==> src/rtl/stirs_pkg.sv <==
// Package for the sorted table: payload words, command and status codes, sequencer states.
package stirs_pkg;

  // Default number of table entries.
  localparam int unsigned TableDepthDefault = 32;

  // Status codes carried in a result word.
  typedef enum logic [1:0] {
    STATUS_OK   = 2'd0,
    STATUS_FULL = 2'd1,
    STATUS_MISS = 2'd2
  } stirs_status_t;

  // Command codes carried in an input word. Code 3 is decoded as a search.
  typedef enum logic [1:0] {
    CMD_ADD    = 2'd0,
    CMD_REMOVE = 2'd1,
    CMD_SEARCH = 2'd2
  } stirs_cmd_t;

  // Operation held by the sequencer while a word is in progress.
  typedef enum logic [1:0] {
    OP_ADD,
    OP_REMOVE,
    OP_SEARCH
  } stirs_op_t;

  // Sequencer states.
  typedef enum logic [2:0] {
    ST_IDLE,
    ST_ADD_SCAN,
    ST_ADD_LAST,
    ST_PROBE,
    ST_CMP,
    ST_SHIFT
  } stirs_state_t;

  // Input word.
  typedef struct packed {
    logic [1:0]         command;
    logic signed [31:0] value;
  } stirs_in_t;

  // Result word.
  typedef struct packed {
    stirs_status_t status;
    logic [4:0]    position;
    logic [5:0]    fill_after;
  } stirs_out_t;

endpackage

==> src/rtl/stirs_table_ram.sv <==
// Table storage: one write port and one read port with registered read data.
module stirs_table_ram #(
  parameter int unsigned DEPTH = stirs_pkg::TableDepthDefault
) (
  input  logic                       clk,
  input  logic                       we,
  input  logic [$clog2(DEPTH)-1:0]   waddr,
  input  logic [31:0]                wdata,
  input  logic [$clog2(DEPTH)-1:0]   raddr,
  output logic [31:0]                rdata
);

  logic [31:0] mem [DEPTH];

  always_ff @(posedge clk) begin
    if (we) begin
      mem[waddr] <= wdata;
    end
    rdata <= mem[raddr];
  end

endmodule

==> src/rtl/sorted_table_insert_remove_search.sv <==
// Top level of the sorted table: command sequencer around the table memory.
//
//   channel  | ports                    | handshake
//   ---------+--------------------------+----------------------------------------
//   input    | start, busy, in_data     | word taken when start is high, busy low
//   result   | out_valid, out_data      | one-cycle strobe, cannot be held off
//
// Every input word gives exactly one result word. A word that needs no table
// read (add on a full table, search or remove on an empty one, add on an
// empty table) returns its result on the cycle after it is taken. Otherwise the
// cost is set by the single read port of the table memory: a search reads and
// then compares the entry at each binary-search probe and makes at most
// floor(log2(count)) + 1 probes, an add scans down from the top entry one entry
// a cycle while it moves entries up, and a remove, once its search has hit, moves the
// entries above the hit down one entry a cycle. With 32 entries the longest word
// is a remove of entry zero from a full table.
// Reset is synchronous and active low; it empties the table by clearing the
// fill count, and no clearing pass over the memory is needed. Busy stays high
// while a word is in progress and the result strobe shows on the cycle busy
// falls, so a new word can be taken on the same cycle its predecessor's result
// is shown.
module sorted_table_insert_remove_search #(
  parameter int unsigned TABLE_DEPTH = stirs_pkg::TableDepthDefault
) (
  input  logic                 clk,
  input  logic                 rst_n,
  input  logic                 start,
  input  stirs_pkg::stirs_in_t in_data,
  output logic                 busy,
  output logic                 out_valid,
  output stirs_pkg::stirs_out_t out_data
);

  // Index width for the memory and count width able to hold TABLE_DEPTH itself.
  localparam int unsigned IW = $clog2(TABLE_DEPTH);
  localparam int unsigned CW = $clog2(TABLE_DEPTH + 1);
  // Widths used to fit indices and counts into the fixed result fields.
  localparam int unsigned PW = (IW > 5) ? IW : 5;
  localparam int unsigned FW = (CW > 6) ? CW : 6;

  stirs_pkg::stirs_state_t state_r, state_nxt;
  stirs_pkg::stirs_op_t    op_r, op_nxt;
  logic signed [31:0]      key_r, key_nxt;
  logic [CW-1:0]           count_r, count_nxt;
  logic [IW-1:0]           addr_r, addr_nxt;
  logic [IW-1:0]           mid_r, mid_nxt;
  logic [CW-1:0]           lo_r, lo_nxt;
  logic [CW-1:0]           hb_r, hb_nxt;
  logic                    out_valid_r, out_valid_nxt;
  stirs_pkg::stirs_out_t   out_r, out_nxt;

  // Table memory port signals.
  logic          mem_we;
  logic [IW-1:0] mem_waddr;
  logic [31:0]   mem_wdata;
  logic [IW-1:0] mem_raddr;
  logic [31:0]   mem_rdata;

  // Result being formed on this cycle.
  logic                    res_fire;
  stirs_pkg::stirs_status_t res_status;
  logic [IW-1:0]           res_pos;
  logic [CW-1:0]           res_fill;
  logic [PW-1:0]           res_pos_ext;
  logic [FW-1:0]           res_fill_ext;

  stirs_table_ram #(
    .DEPTH (TABLE_DEPTH)
  ) u_ram (
    .clk   (clk),
    .we    (mem_we),
    .waddr (mem_waddr),
    .wdata (mem_wdata),
    .raddr (mem_raddr),
    .rdata (mem_rdata)
  );

  // The input word is taken only while the sequencer is idle.
  logic accept;
  assign busy   = (state_r != stirs_pkg::ST_IDLE);
  assign accept = start && !busy;

  // Decode of the incoming command; code 3 falls through to search.
  stirs_pkg::stirs_op_t in_op;
  always_comb begin
    case (in_data.command)
      stirs_pkg::CMD_ADD:    in_op = stirs_pkg::OP_ADD;
      stirs_pkg::CMD_REMOVE: in_op = stirs_pkg::OP_REMOVE;
      default:               in_op = stirs_pkg::OP_SEARCH;
    endcase
  end

  // Conditions shared by the next-state and datapath logic.
  logic          tbl_full;
  logic          tbl_empty;
  logic          rd_gt_key;
  logic          rd_eq_key;
  logic [CW-1:0] count_m1;
  logic [IW-1:0] last_idx;
  logic [CW:0]   mid_sum;
  logic [IW-1:0] mid_calc;
  logic [CW-1:0] mid_ext;
  logic [CW-1:0] lo_step;
  logic [CW-1:0] hb_step;
  logic          range_open;

  assign tbl_full  = (count_r == CW'(TABLE_DEPTH));
  assign tbl_empty = (count_r == '0);
  assign rd_gt_key = ($signed(mem_rdata) > key_r);
  assign rd_eq_key = ($signed(mem_rdata) == key_r);
  assign count_m1  = count_r - CW'(1);
  assign last_idx  = count_m1[IW-1:0];

  // The upper bound is kept one past the last candidate (hb = hi + 1), so the
  // probe index (lo + hi) / 2 becomes (lo + hb - 1) / 2 and never goes negative.
  assign mid_sum  = {1'b0, lo_r} + {1'b0, hb_r} - (CW + 1)'(1);
  assign mid_calc = mid_sum[IW:1];
  assign mid_ext  = CW'(mid_r);

  // Bounds after the compare of the probed entry, for a miss on that entry.
  assign lo_step    = rd_gt_key ? lo_r : (mid_ext + CW'(1));
  assign hb_step    = rd_gt_key ? mid_ext : hb_r;
  assign range_open = (lo_step < hb_step);

  // Next-state logic.
  always_comb begin
    state_nxt = state_r;
    case (state_r)
      stirs_pkg::ST_IDLE: begin
        if (accept) begin
          if (in_op == stirs_pkg::OP_ADD) begin
            if (!tbl_full && !tbl_empty) begin
              state_nxt = stirs_pkg::ST_ADD_SCAN;
            end
          end else if (!tbl_empty) begin
            state_nxt = stirs_pkg::ST_PROBE;
          end
        end
      end
      stirs_pkg::ST_ADD_SCAN: begin
        if (!rd_gt_key) begin
          state_nxt = stirs_pkg::ST_IDLE;
        end else if (addr_r == '0) begin
          state_nxt = stirs_pkg::ST_ADD_LAST;
        end
      end
      stirs_pkg::ST_ADD_LAST: begin
        state_nxt = stirs_pkg::ST_IDLE;
      end
      stirs_pkg::ST_PROBE: begin
        state_nxt = stirs_pkg::ST_CMP;
      end
      stirs_pkg::ST_CMP: begin
        if (rd_eq_key) begin
          if (op_r == stirs_pkg::OP_REMOVE && mid_r != last_idx) begin
            state_nxt = stirs_pkg::ST_SHIFT;
          end else begin
            state_nxt = stirs_pkg::ST_IDLE;
          end
        end else if (range_open) begin
          state_nxt = stirs_pkg::ST_PROBE;
        end else begin
          state_nxt = stirs_pkg::ST_IDLE;
        end
      end
      stirs_pkg::ST_SHIFT: begin
        if (addr_r == last_idx) begin
          state_nxt = stirs_pkg::ST_IDLE;
        end
      end
      default: begin
        state_nxt = stirs_pkg::ST_IDLE;
      end
    endcase
  end

  // Datapath and output logic: memory accesses, bounds, count and result.
  always_comb begin
    op_nxt     = op_r;
    key_nxt    = key_r;
    count_nxt  = count_r;
    addr_nxt   = addr_r;
    mid_nxt    = mid_r;
    lo_nxt     = lo_r;
    hb_nxt     = hb_r;
    mem_we     = 1'b0;
    mem_waddr  = addr_r;
    mem_wdata  = mem_rdata;
    mem_raddr  = addr_r;
    res_fire   = 1'b0;
    res_status = stirs_pkg::STATUS_OK;
    res_pos    = '0;
    res_fill   = count_r;

    case (state_r)
      stirs_pkg::ST_IDLE: begin
        if (accept) begin
          op_nxt  = in_op;
          key_nxt = in_data.value;
          if (in_op == stirs_pkg::OP_ADD) begin
            if (tbl_full) begin
              res_fire   = 1'b1;
              res_status = stirs_pkg::STATUS_FULL;
            end else if (tbl_empty) begin
              // First entry goes straight to the bottom of the table.
              mem_we    = 1'b1;
              mem_waddr = '0;
              mem_wdata = in_data.value;
              count_nxt = CW'(1);
              res_fire  = 1'b1;
              res_fill  = CW'(1);
            end else begin
              // Start the downward scan at the top entry.
              mem_raddr = last_idx;
              addr_nxt  = last_idx;
            end
          end else if (tbl_empty) begin
            res_fire   = 1'b1;
            res_status = stirs_pkg::STATUS_MISS;
          end else begin
            lo_nxt = '0;
            hb_nxt = count_r;
          end
        end
      end

      stirs_pkg::ST_ADD_SCAN: begin
        // The entry read last cycle is at addr_r. While it is larger than the
        // key it moves up by one and the scan goes on with the entry below.
        mem_we    = 1'b1;
        mem_waddr = addr_r + IW'(1);
        if (rd_gt_key) begin
          mem_wdata = mem_rdata;
          mem_raddr = addr_r - IW'(1);
          addr_nxt  = addr_r - IW'(1);
        end else begin
          mem_wdata = key_r;
          count_nxt = count_r + CW'(1);
          res_fire  = 1'b1;
          res_pos   = addr_r + IW'(1);
          res_fill  = count_r + CW'(1);
        end
      end

      stirs_pkg::ST_ADD_LAST: begin
        // Every entry was larger than the key, so it lands at index zero.
        mem_we    = 1'b1;
        mem_waddr = '0;
        mem_wdata = key_r;
        count_nxt = count_r + CW'(1);
        res_fire  = 1'b1;
        res_fill  = count_r + CW'(1);
      end

      stirs_pkg::ST_PROBE: begin
        mem_raddr = mid_calc;
        mid_nxt   = mid_calc;
      end

      stirs_pkg::ST_CMP: begin
        if (rd_eq_key) begin
          if (op_r == stirs_pkg::OP_REMOVE) begin
            if (mid_r != last_idx) begin
              // Close the gap: read the entry above the hit first.
              mem_raddr = mid_r + IW'(1);
              addr_nxt  = mid_r + IW'(1);
            end else begin
              count_nxt = count_m1;
              res_fire  = 1'b1;
              res_pos   = mid_r;
              res_fill  = count_m1;
            end
          end else begin
            res_fire = 1'b1;
            res_pos  = mid_r;
          end
        end else begin
          lo_nxt = lo_step;
          hb_nxt = hb_step;
          if (!range_open) begin
            res_fire   = 1'b1;
            res_status = stirs_pkg::STATUS_MISS;
          end
        end
      end

      stirs_pkg::ST_SHIFT: begin
        // The entry read last cycle at addr_r moves down by one while the
        // next one up is read.
        mem_we    = 1'b1;
        mem_waddr = addr_r - IW'(1);
        mem_wdata = mem_rdata;
        if (addr_r == last_idx) begin
          count_nxt = count_m1;
          res_fire  = 1'b1;
          res_pos   = mid_r;
          res_fill  = count_m1;
        end else begin
          mem_raddr = addr_r + IW'(1);
          addr_nxt  = addr_r + IW'(1);
        end
      end

      default: begin
        mem_we = 1'b0;
      end
    endcase
  end

  // Fit the index and count into the fixed result fields.
  assign res_pos_ext  = PW'(res_pos);
  assign res_fill_ext = FW'(res_fill);

  always_comb begin
    out_valid_nxt       = res_fire;
    out_nxt             = out_r;
    if (res_fire) begin
      out_nxt.status     = res_status;
      out_nxt.position   = res_pos_ext[4:0];
      out_nxt.fill_after = res_fill_ext[5:0];
    end
  end

  // Control registers.
  always_ff @(posedge clk) begin
    if (!rst_n) begin
      state_r     <= stirs_pkg::ST_IDLE;
      count_r     <= '0;
      out_valid_r <= 1'b0;
    end else begin
      state_r     <= state_nxt;
      count_r     <= count_nxt;
      out_valid_r <= out_valid_nxt;
    end
  end

  // Payload registers.
  always_ff @(posedge clk) begin
    op_r   <= op_nxt;
    key_r  <= key_nxt;
    addr_r <= addr_nxt;
    mid_r  <= mid_nxt;
    lo_r   <= lo_nxt;
    hb_r   <= hb_nxt;
    out_r  <= out_nxt;
  end

  assign out_valid = out_valid_r;
  assign out_data  = out_r;

endmodule

==> config.mk <==
export PLATFORM = sky130hd
export DESIGN_NAME = sorted_table_insert_remove_search
export DESIGN_NICKNAME = d
export VERILOG_FILES = /design/src/rtl/stirs_pkg.sv /design/src/rtl/stirs_table_ram.sv /design/src/rtl/sorted_table_insert_remove_search.sv
export SDC_FILE = /design/constraint.sdc
export NUM_CORES = 1
export LEC_CHECK = 0
export BUFFER_PORTS_ARGS = -buffer_cell sky130_fd_sc_hd__buf_2
export CORE_MARGIN = 2
export CORE_UTILIZATION = 36
export CTS_CLUSTER_SIZE = 8
export DETAILED_ROUTE_END_ITERATION = 10
export GPL_ROUTABILITY_DRIVEN = 0
export HOLD_SLACK_MARGIN = 0.08
export PLACE_DENSITY_LB_ADDON = 0.08
export REMOVE_ABC_BUFFERS = 1
export SYNTH_ARGS = -nofsm -noshare
export SYNTH_HDL_FRONTEND = slang
export SYNTH_SLANG_ARGS = --single-unit
==> constraint.sdc <==
create_clock -name clk -period 5 [get_ports clk]
set_input_delay 0.25 -clock clk [delete_from_list [all_inputs] [get_ports clk]]
set_output_delay 0.25 -clock clk [all_outputs]
set_load 0.01 [all_outputs]
==> results of run 1 <==
-- worst max path at each step --
stage	to	slack, ns	cells after the start
after detailed placement	u_ram.rdata[12]	-0.36	19
final	out_data[4]	0.25	19
after CTS	u_ram.rdata[12]	0.06	19
after global placement	u_ram.rdata[12]	-0.45	19
after global routing	u_ram.rdata[13]	0.005	16
after floorplan	u_ram.rdata[12]	-11.04	17
-- stage by stage --
stage	cells	hold WS, ns	area [um2]	setup slack (ns)	TNS, ns
after floorplan	3368	0.349	45600	-11.04	-4031.50
after global placement	5367	0.452	50800	-0.446	-5.65
after detailed placement	5367	0.451	50800	-0.358	-4.27
after CTS	5686	0.198	55900	0.0559	0
after global routing	5687	0.211	55900	0.00487	0
final	5687	0.246	55900	0.255	0
-- worst max-delay path, stage by stage (launching register included) --
cell and delay, ns:
edfxtp_1 0.34, inv_1 0.05, ha_1 0.30, a21oi_1 0.22, o21ai_0 0.13, a221o_1 0.46, o311a_1 0.36, o21ai_0 0.25
a21oi_1 0.13, buf_4 0.23, nor2_1 0.13, a21oi_1 0.08, ha_1 0.32, o21a_1 0.12, o21ai_0 0.07, a21o_1 0.15
a21boi_0 0.50, o211ai_1 0.26, nand2_1 0.17, buf_12 0.16
-- kinds of logic after synthesis --
logic type | synth area share [%]
AOI/OAI and AO/OA | 7.47
and+or+nand+nor | 13.8
muxes | 1.54
buffers and inverters | 2.88
adders and majority gates | 1.47
xor gates and xnor gates | 0.470
DFF | 72.3
-- sequential cells by signal, summed over array words and instances, names as in the netlist, 2 cells and up --
| register | cells |
|---|---|
| state_r | 3 |
| addr_r | 5 |
| op_r | 2 |
| out_data | 13 |
| count_r | 6 |
| key_r | 32 |
| u_ram.rdata | 32 |
| mid_r | 5 |
| hb_r | 6 |
| u_ram.mem | 1024 |
| lo_r | 6 |
-- placed cells by master, fill, tap and decap left out, types with 33 or more instances in the layout --
master,instances
a21oi_1,84
a221oi_1,57
a31oi_1,99
a32oi_1,43
and3_1,75
buf_12,58
buf_2,51
buf_4,161
clkbuf_1,104
clkbuf_16,164
dfxtp_1,42
dlygate4sd3_1,37
edfxtp_1,1093
ha_1,53
inv_1,101
mux2i_1,65
nand2_1,884
nand3_1,327
nand4_1,42
nor2_1,46
nor2_4,33
o211ai_1,33
o21ai_0,66
-- area by class of cell --
type | count | share of cell area [%]
Clock inverter | 13 | 0.479
Sequential cell | 1135 | 60.2
Inverter | 102 | 0.684
Timing Repair Buffer | 308 | 5.37
Clock buffer | 269 | 8.06
Multi-Input combinational cell | 2131 | 21.4
Tap cell | 1729 | 3.87
-- routing by layer --
metal | wire length [um] | vias to the layer above
met4 | 4440 | 0
met3 | 9980 | 292
met2 | 73100 | 1274
met1 | 68900 | 16147
li1 | - | 13902
met5 | 0 | -
-- Yosys cell counts, types with 6 or more instances --
master,count
a32oi_1,43
a21o_1,9
nand4_1,42
a222oi_1,26
nand2_1,887
nor4_1,6
nor2_1,80
mux2i_1,65
buf_1,15
dfxtp_1,42
buf_2,44
clkbuf_1,147
o21ai_0,73
a221oi_1,57
nand3_1,327
and3_1,75
ha_1,53
xnor2_1,17
o2111ai_1,6
nor2b_1,8
xor2_1,8
nor3_1,12
and2_1,19
edfxtp_1,1093
a31oi_1,99
inv_1,102
o22ai_1,14
a21oi_1,86
o21ai_1,7
buf_4,16
o211ai_1,33
a21boi_0,7
-- timing repair --
action                     CTS  global route
hold buffers                37             0
hold endpoints to repair    48             0
setup endpoints to repair   40            29
pin swaps                    0             3
buffers inserted             0             1
resized for setup            2             3
==> impl_metrics.json, run 1 <==
{
  "critPathLaunch": "key_r[7]",
  "synth_cell_types": 67,
  "critPathKind": "reg2reg",
  "die_w_um": 364,
  "period_needed_ns": 4.75,
  "ant_nets": 0,
  "root_buffer": "clkbuf_16",
  "synth_ff_type": "edfxtp_1",
  "grt_pass1_vias": 30975,
  "fin_util_pct": 43.7,
  "ys_ff_latch": 1135,
  "dr_total_vias": 31615,
  "startpoint_type": "flop",
  "top_usage_layer": "met2",
  "cts_tree": "done",
  "grt_util_met1_pct": 32.9,
  "syn_area_per_cell_um2": 13.0,
  "multi_input_comb_area_um2": 12000,
  "hp-start": "in_data[17]",
  "cts_buffers": 161,
  "tightest_slew_ns": 1.29,
  "r2r_start": "key_r[7]",
  "crit_fanout": 21,
  "start_util_pct": 36.4,
  "path_clk_slew_ns": 0.05,
  "clk_latency_ns": 0.79,
  "rows": 131,
  "whs_endpoint": "key_r[17]",
  "netlist_area_um2": 46500,
  "status": "finished clean",
  "period_share_pct": 94.9,
  "yosys-top-cells-area": "edfxtp_1 (71%), nand2_1 (7.2%), nand3_1 (3.5%)",
  "syn2layout_area_growth_pct": 20.2,
  "cts_sinks": 1135,
  "nets": 3930,
  "rr_worst_depth": 19,
  "finalSetupViolCount": 0,
  "crit_required_ns": 5.46,
  "skew_ns": 0.0465,
  "dr.pass1.iters": 7,
  "grt.overflow.total": 0,
  "rsz0062_at_grt": "no",
  "drt_iter0_markers": 3582,
  "yosysSeqAreaShare_pct": 72.3,
  "die_area_um2": 132000,
  "r2r_end": "out_data[4]",
  "drc": 0,
  "max_freq_mhz": 211,
  "viasPerCell": 5.56,
  "drv_cap": 0,
  "io_buffers": 51,
  "synth_top_area_share_pct": 70.5,
  "die_h_um": 364,
  "synthCells": 3591,
  "wirelength_um": 156000,
  "grt_max_degree": 59,
  "cp-end-kind": "flop",
  "maxSlewViolCount": 0,
  "track_usage_pct": 23.7,
  "htreeDepth": 4,
  "clockBufferDepth": 3,
  "core-area_um2": 128000,
  "hold_violations": 0,
  "routedWlPerCell_um": 27.5,
  "io_pins": 52,
  "layout-drive-gt1-share_pct": 13.2,
  "yosysTopAreaCell": "edfxtp_1",
  "antenna_found_initial": 7,
  "r2r_setup_slack_ns": 0.25,
  "cp.arrival_ns": 5.21,
  "yosys_warnings": 0,
  "use_met2_pct": 38.2,
  "antenna_cells": 0,
  "hp-class": "in2reg",
  "dp_hpwl_um": 92500,
  "hold_path_depth": 2,
  "register_area_um2": 33700,
  "slew_headroom_pct": 14.3,
  "synth_edf_count": 1093,
  "grt_pass1_wl_um": 224000,
  "synthArstFlopShare_pct": 0,
  "n_fill_cell": 11634,
  "use_met3_pct": 3.70
}
Power of run 1 is not shown: default switching activity piles up to over one toggle a cycle in this logic, so the estimate is an artifact.
==> run 2, diff against run 1 <==
Settings changed: CORE_UTILIZATION 36 to 49, SETUP_SLACK_MARGIN from default to 0.05.
==> run 2 against run 1 <==
Design area fell by 0.75%. Sequential share of layout area grew 0.46 points. Routed wire length down 6.7%. Critical path type unchanged. Critical endpoint is now u_ram.rdata[12].
==> impl_metrics.json, run 2 (synthesized netlist as in run 1, its figures left out) <==
{
  "rows": 113,
  "startpoint_type": "flop",
  "die_w_um": 312,
  "skew_ns": 0.0272,
  "top_regs": "u_ram.mem x1024, key_r x32, u_ram.rdata x32",
  "hold_slack_ns": 0.130,
  "largest_reg_flops": 1024,
  "status": "finished clean",
  "dp_hpwl_um": 85400,
  "ant_nets": 0,
  "io_pins": 52,
  "start_util_pct": 49.2,
  "grt.overflow.total": 0,
  "maxSlewViolCount": 0,
  "max_stage_delay_ns": 0.58,
  "path_delay_family": "compound AO/OA/AOI/OAI gates",
  "clk_latency_ns": 0.75,
  "track_usage_pct": 29.5,
  "path_buf_inv": 6,
  "die_h_um": 312,
  "cp_common_cell": "buf_4",
  "place_area_um2": 50200,
  "htreeDepth": 4,
  "fin_area_um2": 55500,
  "path_clk_slew_ns": 0.05,
  "cp_cell_sequence": "inv_1, ha_1, a21oi_1, o21ai_0, a221o_1, o311a_1, o21ai_0, buf_4, a21oi_1, a222oi_1, buf_4, buf_16, a21oi_1, buf_4, a32oi_1, buf_4, o2111ai_1, o21ai_2",
  "antenna_cells": 0,
  "hold_violations": 0,
  "cp.arrival_ns": 5.45,
  "routedWlPerCell_um": 27.9,
  "core-area_um2": 94600,
  "critPathKind": "reg2reg",
  "cts_tree": "done",
  "nets": 3946,
  "finalSetupViolCount": 0,
  "cts_sinks": 1135,
  "cp-end-kind": "flop",
  "root_buffer": "clkbuf_16",
  "layout-drive-gt1-share_pct": 13.5,
  "multi_input_comb_area_um2": 12000,
  "crit_fanout": 15,
  "syn2layout_area_growth_pct": 19.3,
  "crit_required_ns": 5.60,
  "n_fill_cell": 7421,
  "clockBufferDepth": 3,
  "max_freq_mhz": 206,
  "die_area_um2": 97500,
  "slew_headroom_pct": 25.6,
  "period_needed_ns": 4.85,
  "finalNonFillerCells": 5226,
  "final_cell_mix": "edfxtp_1 (1093), nand2_1 (884), nand3_1 (327), buf_4 (173), clkbuf_16 (170)",
  "layout_commonest_cell": "edfxtp_1",
  "cts_buffers": 160,
  "io_buffers": 51,
  "drc": 0,
  "register_area_um2": 33700,
  "largest-register": "u_ram.mem",
  "hp-class": "in2reg",
  "grt_max_degree": 80,
  "drt_iter0_markers": 4332,
  "drv_cap": 0,
  "cpMaxStageDelayCell": "a222oi_1",
  "dr.pass1.iters": 7,
  "wirelength_um": 146000,
  "viasPerCell": 6.08,
  "grt_pass1_wl_um": 209000,
  "rsz0062_at_grt": "yes",
  "dr_total_vias": 31763,
  "antenna_found_initial": 1,
  "period_share_pct": 97.0,
  "tightest_slew_ns": 1.11,
  "grt_pass1_vias": 30735,
  "placed_cells": 4912
}
-- run 2: cell types whose count changed in the layout (fill, tap and decap cells not counted), moves of 4 or more --
| cell | before | now |
|---|---|---|
| buf_4 | 161 | 173 |
| clkbuf_1 | 104 | 92 |
| clkbuf_16 | 164 | 170 |
| o21ai_1 | 6 | 11 |
| buf_16 | 0 | 4 |
| o21ai_2 | 7 | 3 |
-- run 2: per-layer routing --
layer  part of all wire, %  up-vias  GRT usage [%]
li1                      -    13945              -
met1                    41    15930           41.4
met2                    46     1565           46.4
met3                   8.8      323           5.63
met4                   3.5        0           10.6
met5                     0        -              0
-- run 2: path summary, 6_finish.rpt --
path,startpoint,endpoint,slack (ns),cells after the start
worst max-delay path,key_r[7],u_ram.rdata[12],0.15,18
worst min-delay path,start,out_data[11],0.13,3
worst max register to register,key_r[7],u_ram.rdata[12],0.15,18
worst min register to register,u_ram.mem[9][27],u_ram.rdata[27],0.59,4
-- run 2: cell type report --
| class | instances | area share [%] |
|---|---|---|
| clock buffer | 258 | 8.10 |
| clock inverter | 10 | 0.325 |
| inverter | 102 | 0.690 |
| multi-input combinational | 2131 | 21.5 |
| sequential | 1135 | 60.6 |
| tap | 1265 | 2.85 |
| timing repair buffer | 325 | 5.87 |
-- run 2: what timing repair did --
item	in CTS	in global routing
endpoints found under the setup margin	46	40
pin swaps	1	5
buffers inserted	0	7
gates cloned	0	4
hold endpoints to repair	85	0
hold buffers	35	0
gates resized for setup	4	14
-- run 2: tightest hold or removal path, cell delays in order --
cell and delay [ns]:
buf_2 0.14, nand2_1 0.21, nor4_1 0.09
-- run 2: through the flow --
stage / worst slack (ns) / TNS (ns) / util (%)
after floorplan: -11.04 / -4031.50 / -
after global placement: -0.426 / -1.69 / 53.1
after detailed placement: -0.586 / -7.05 / 53.1
after CTS: 0.0257 / 0 / 58.5
after global routing: 0.00237 / 0 / 58.7
final: 0.149 / 0 / 58.7
Power of run 2 is left out for the same reason.
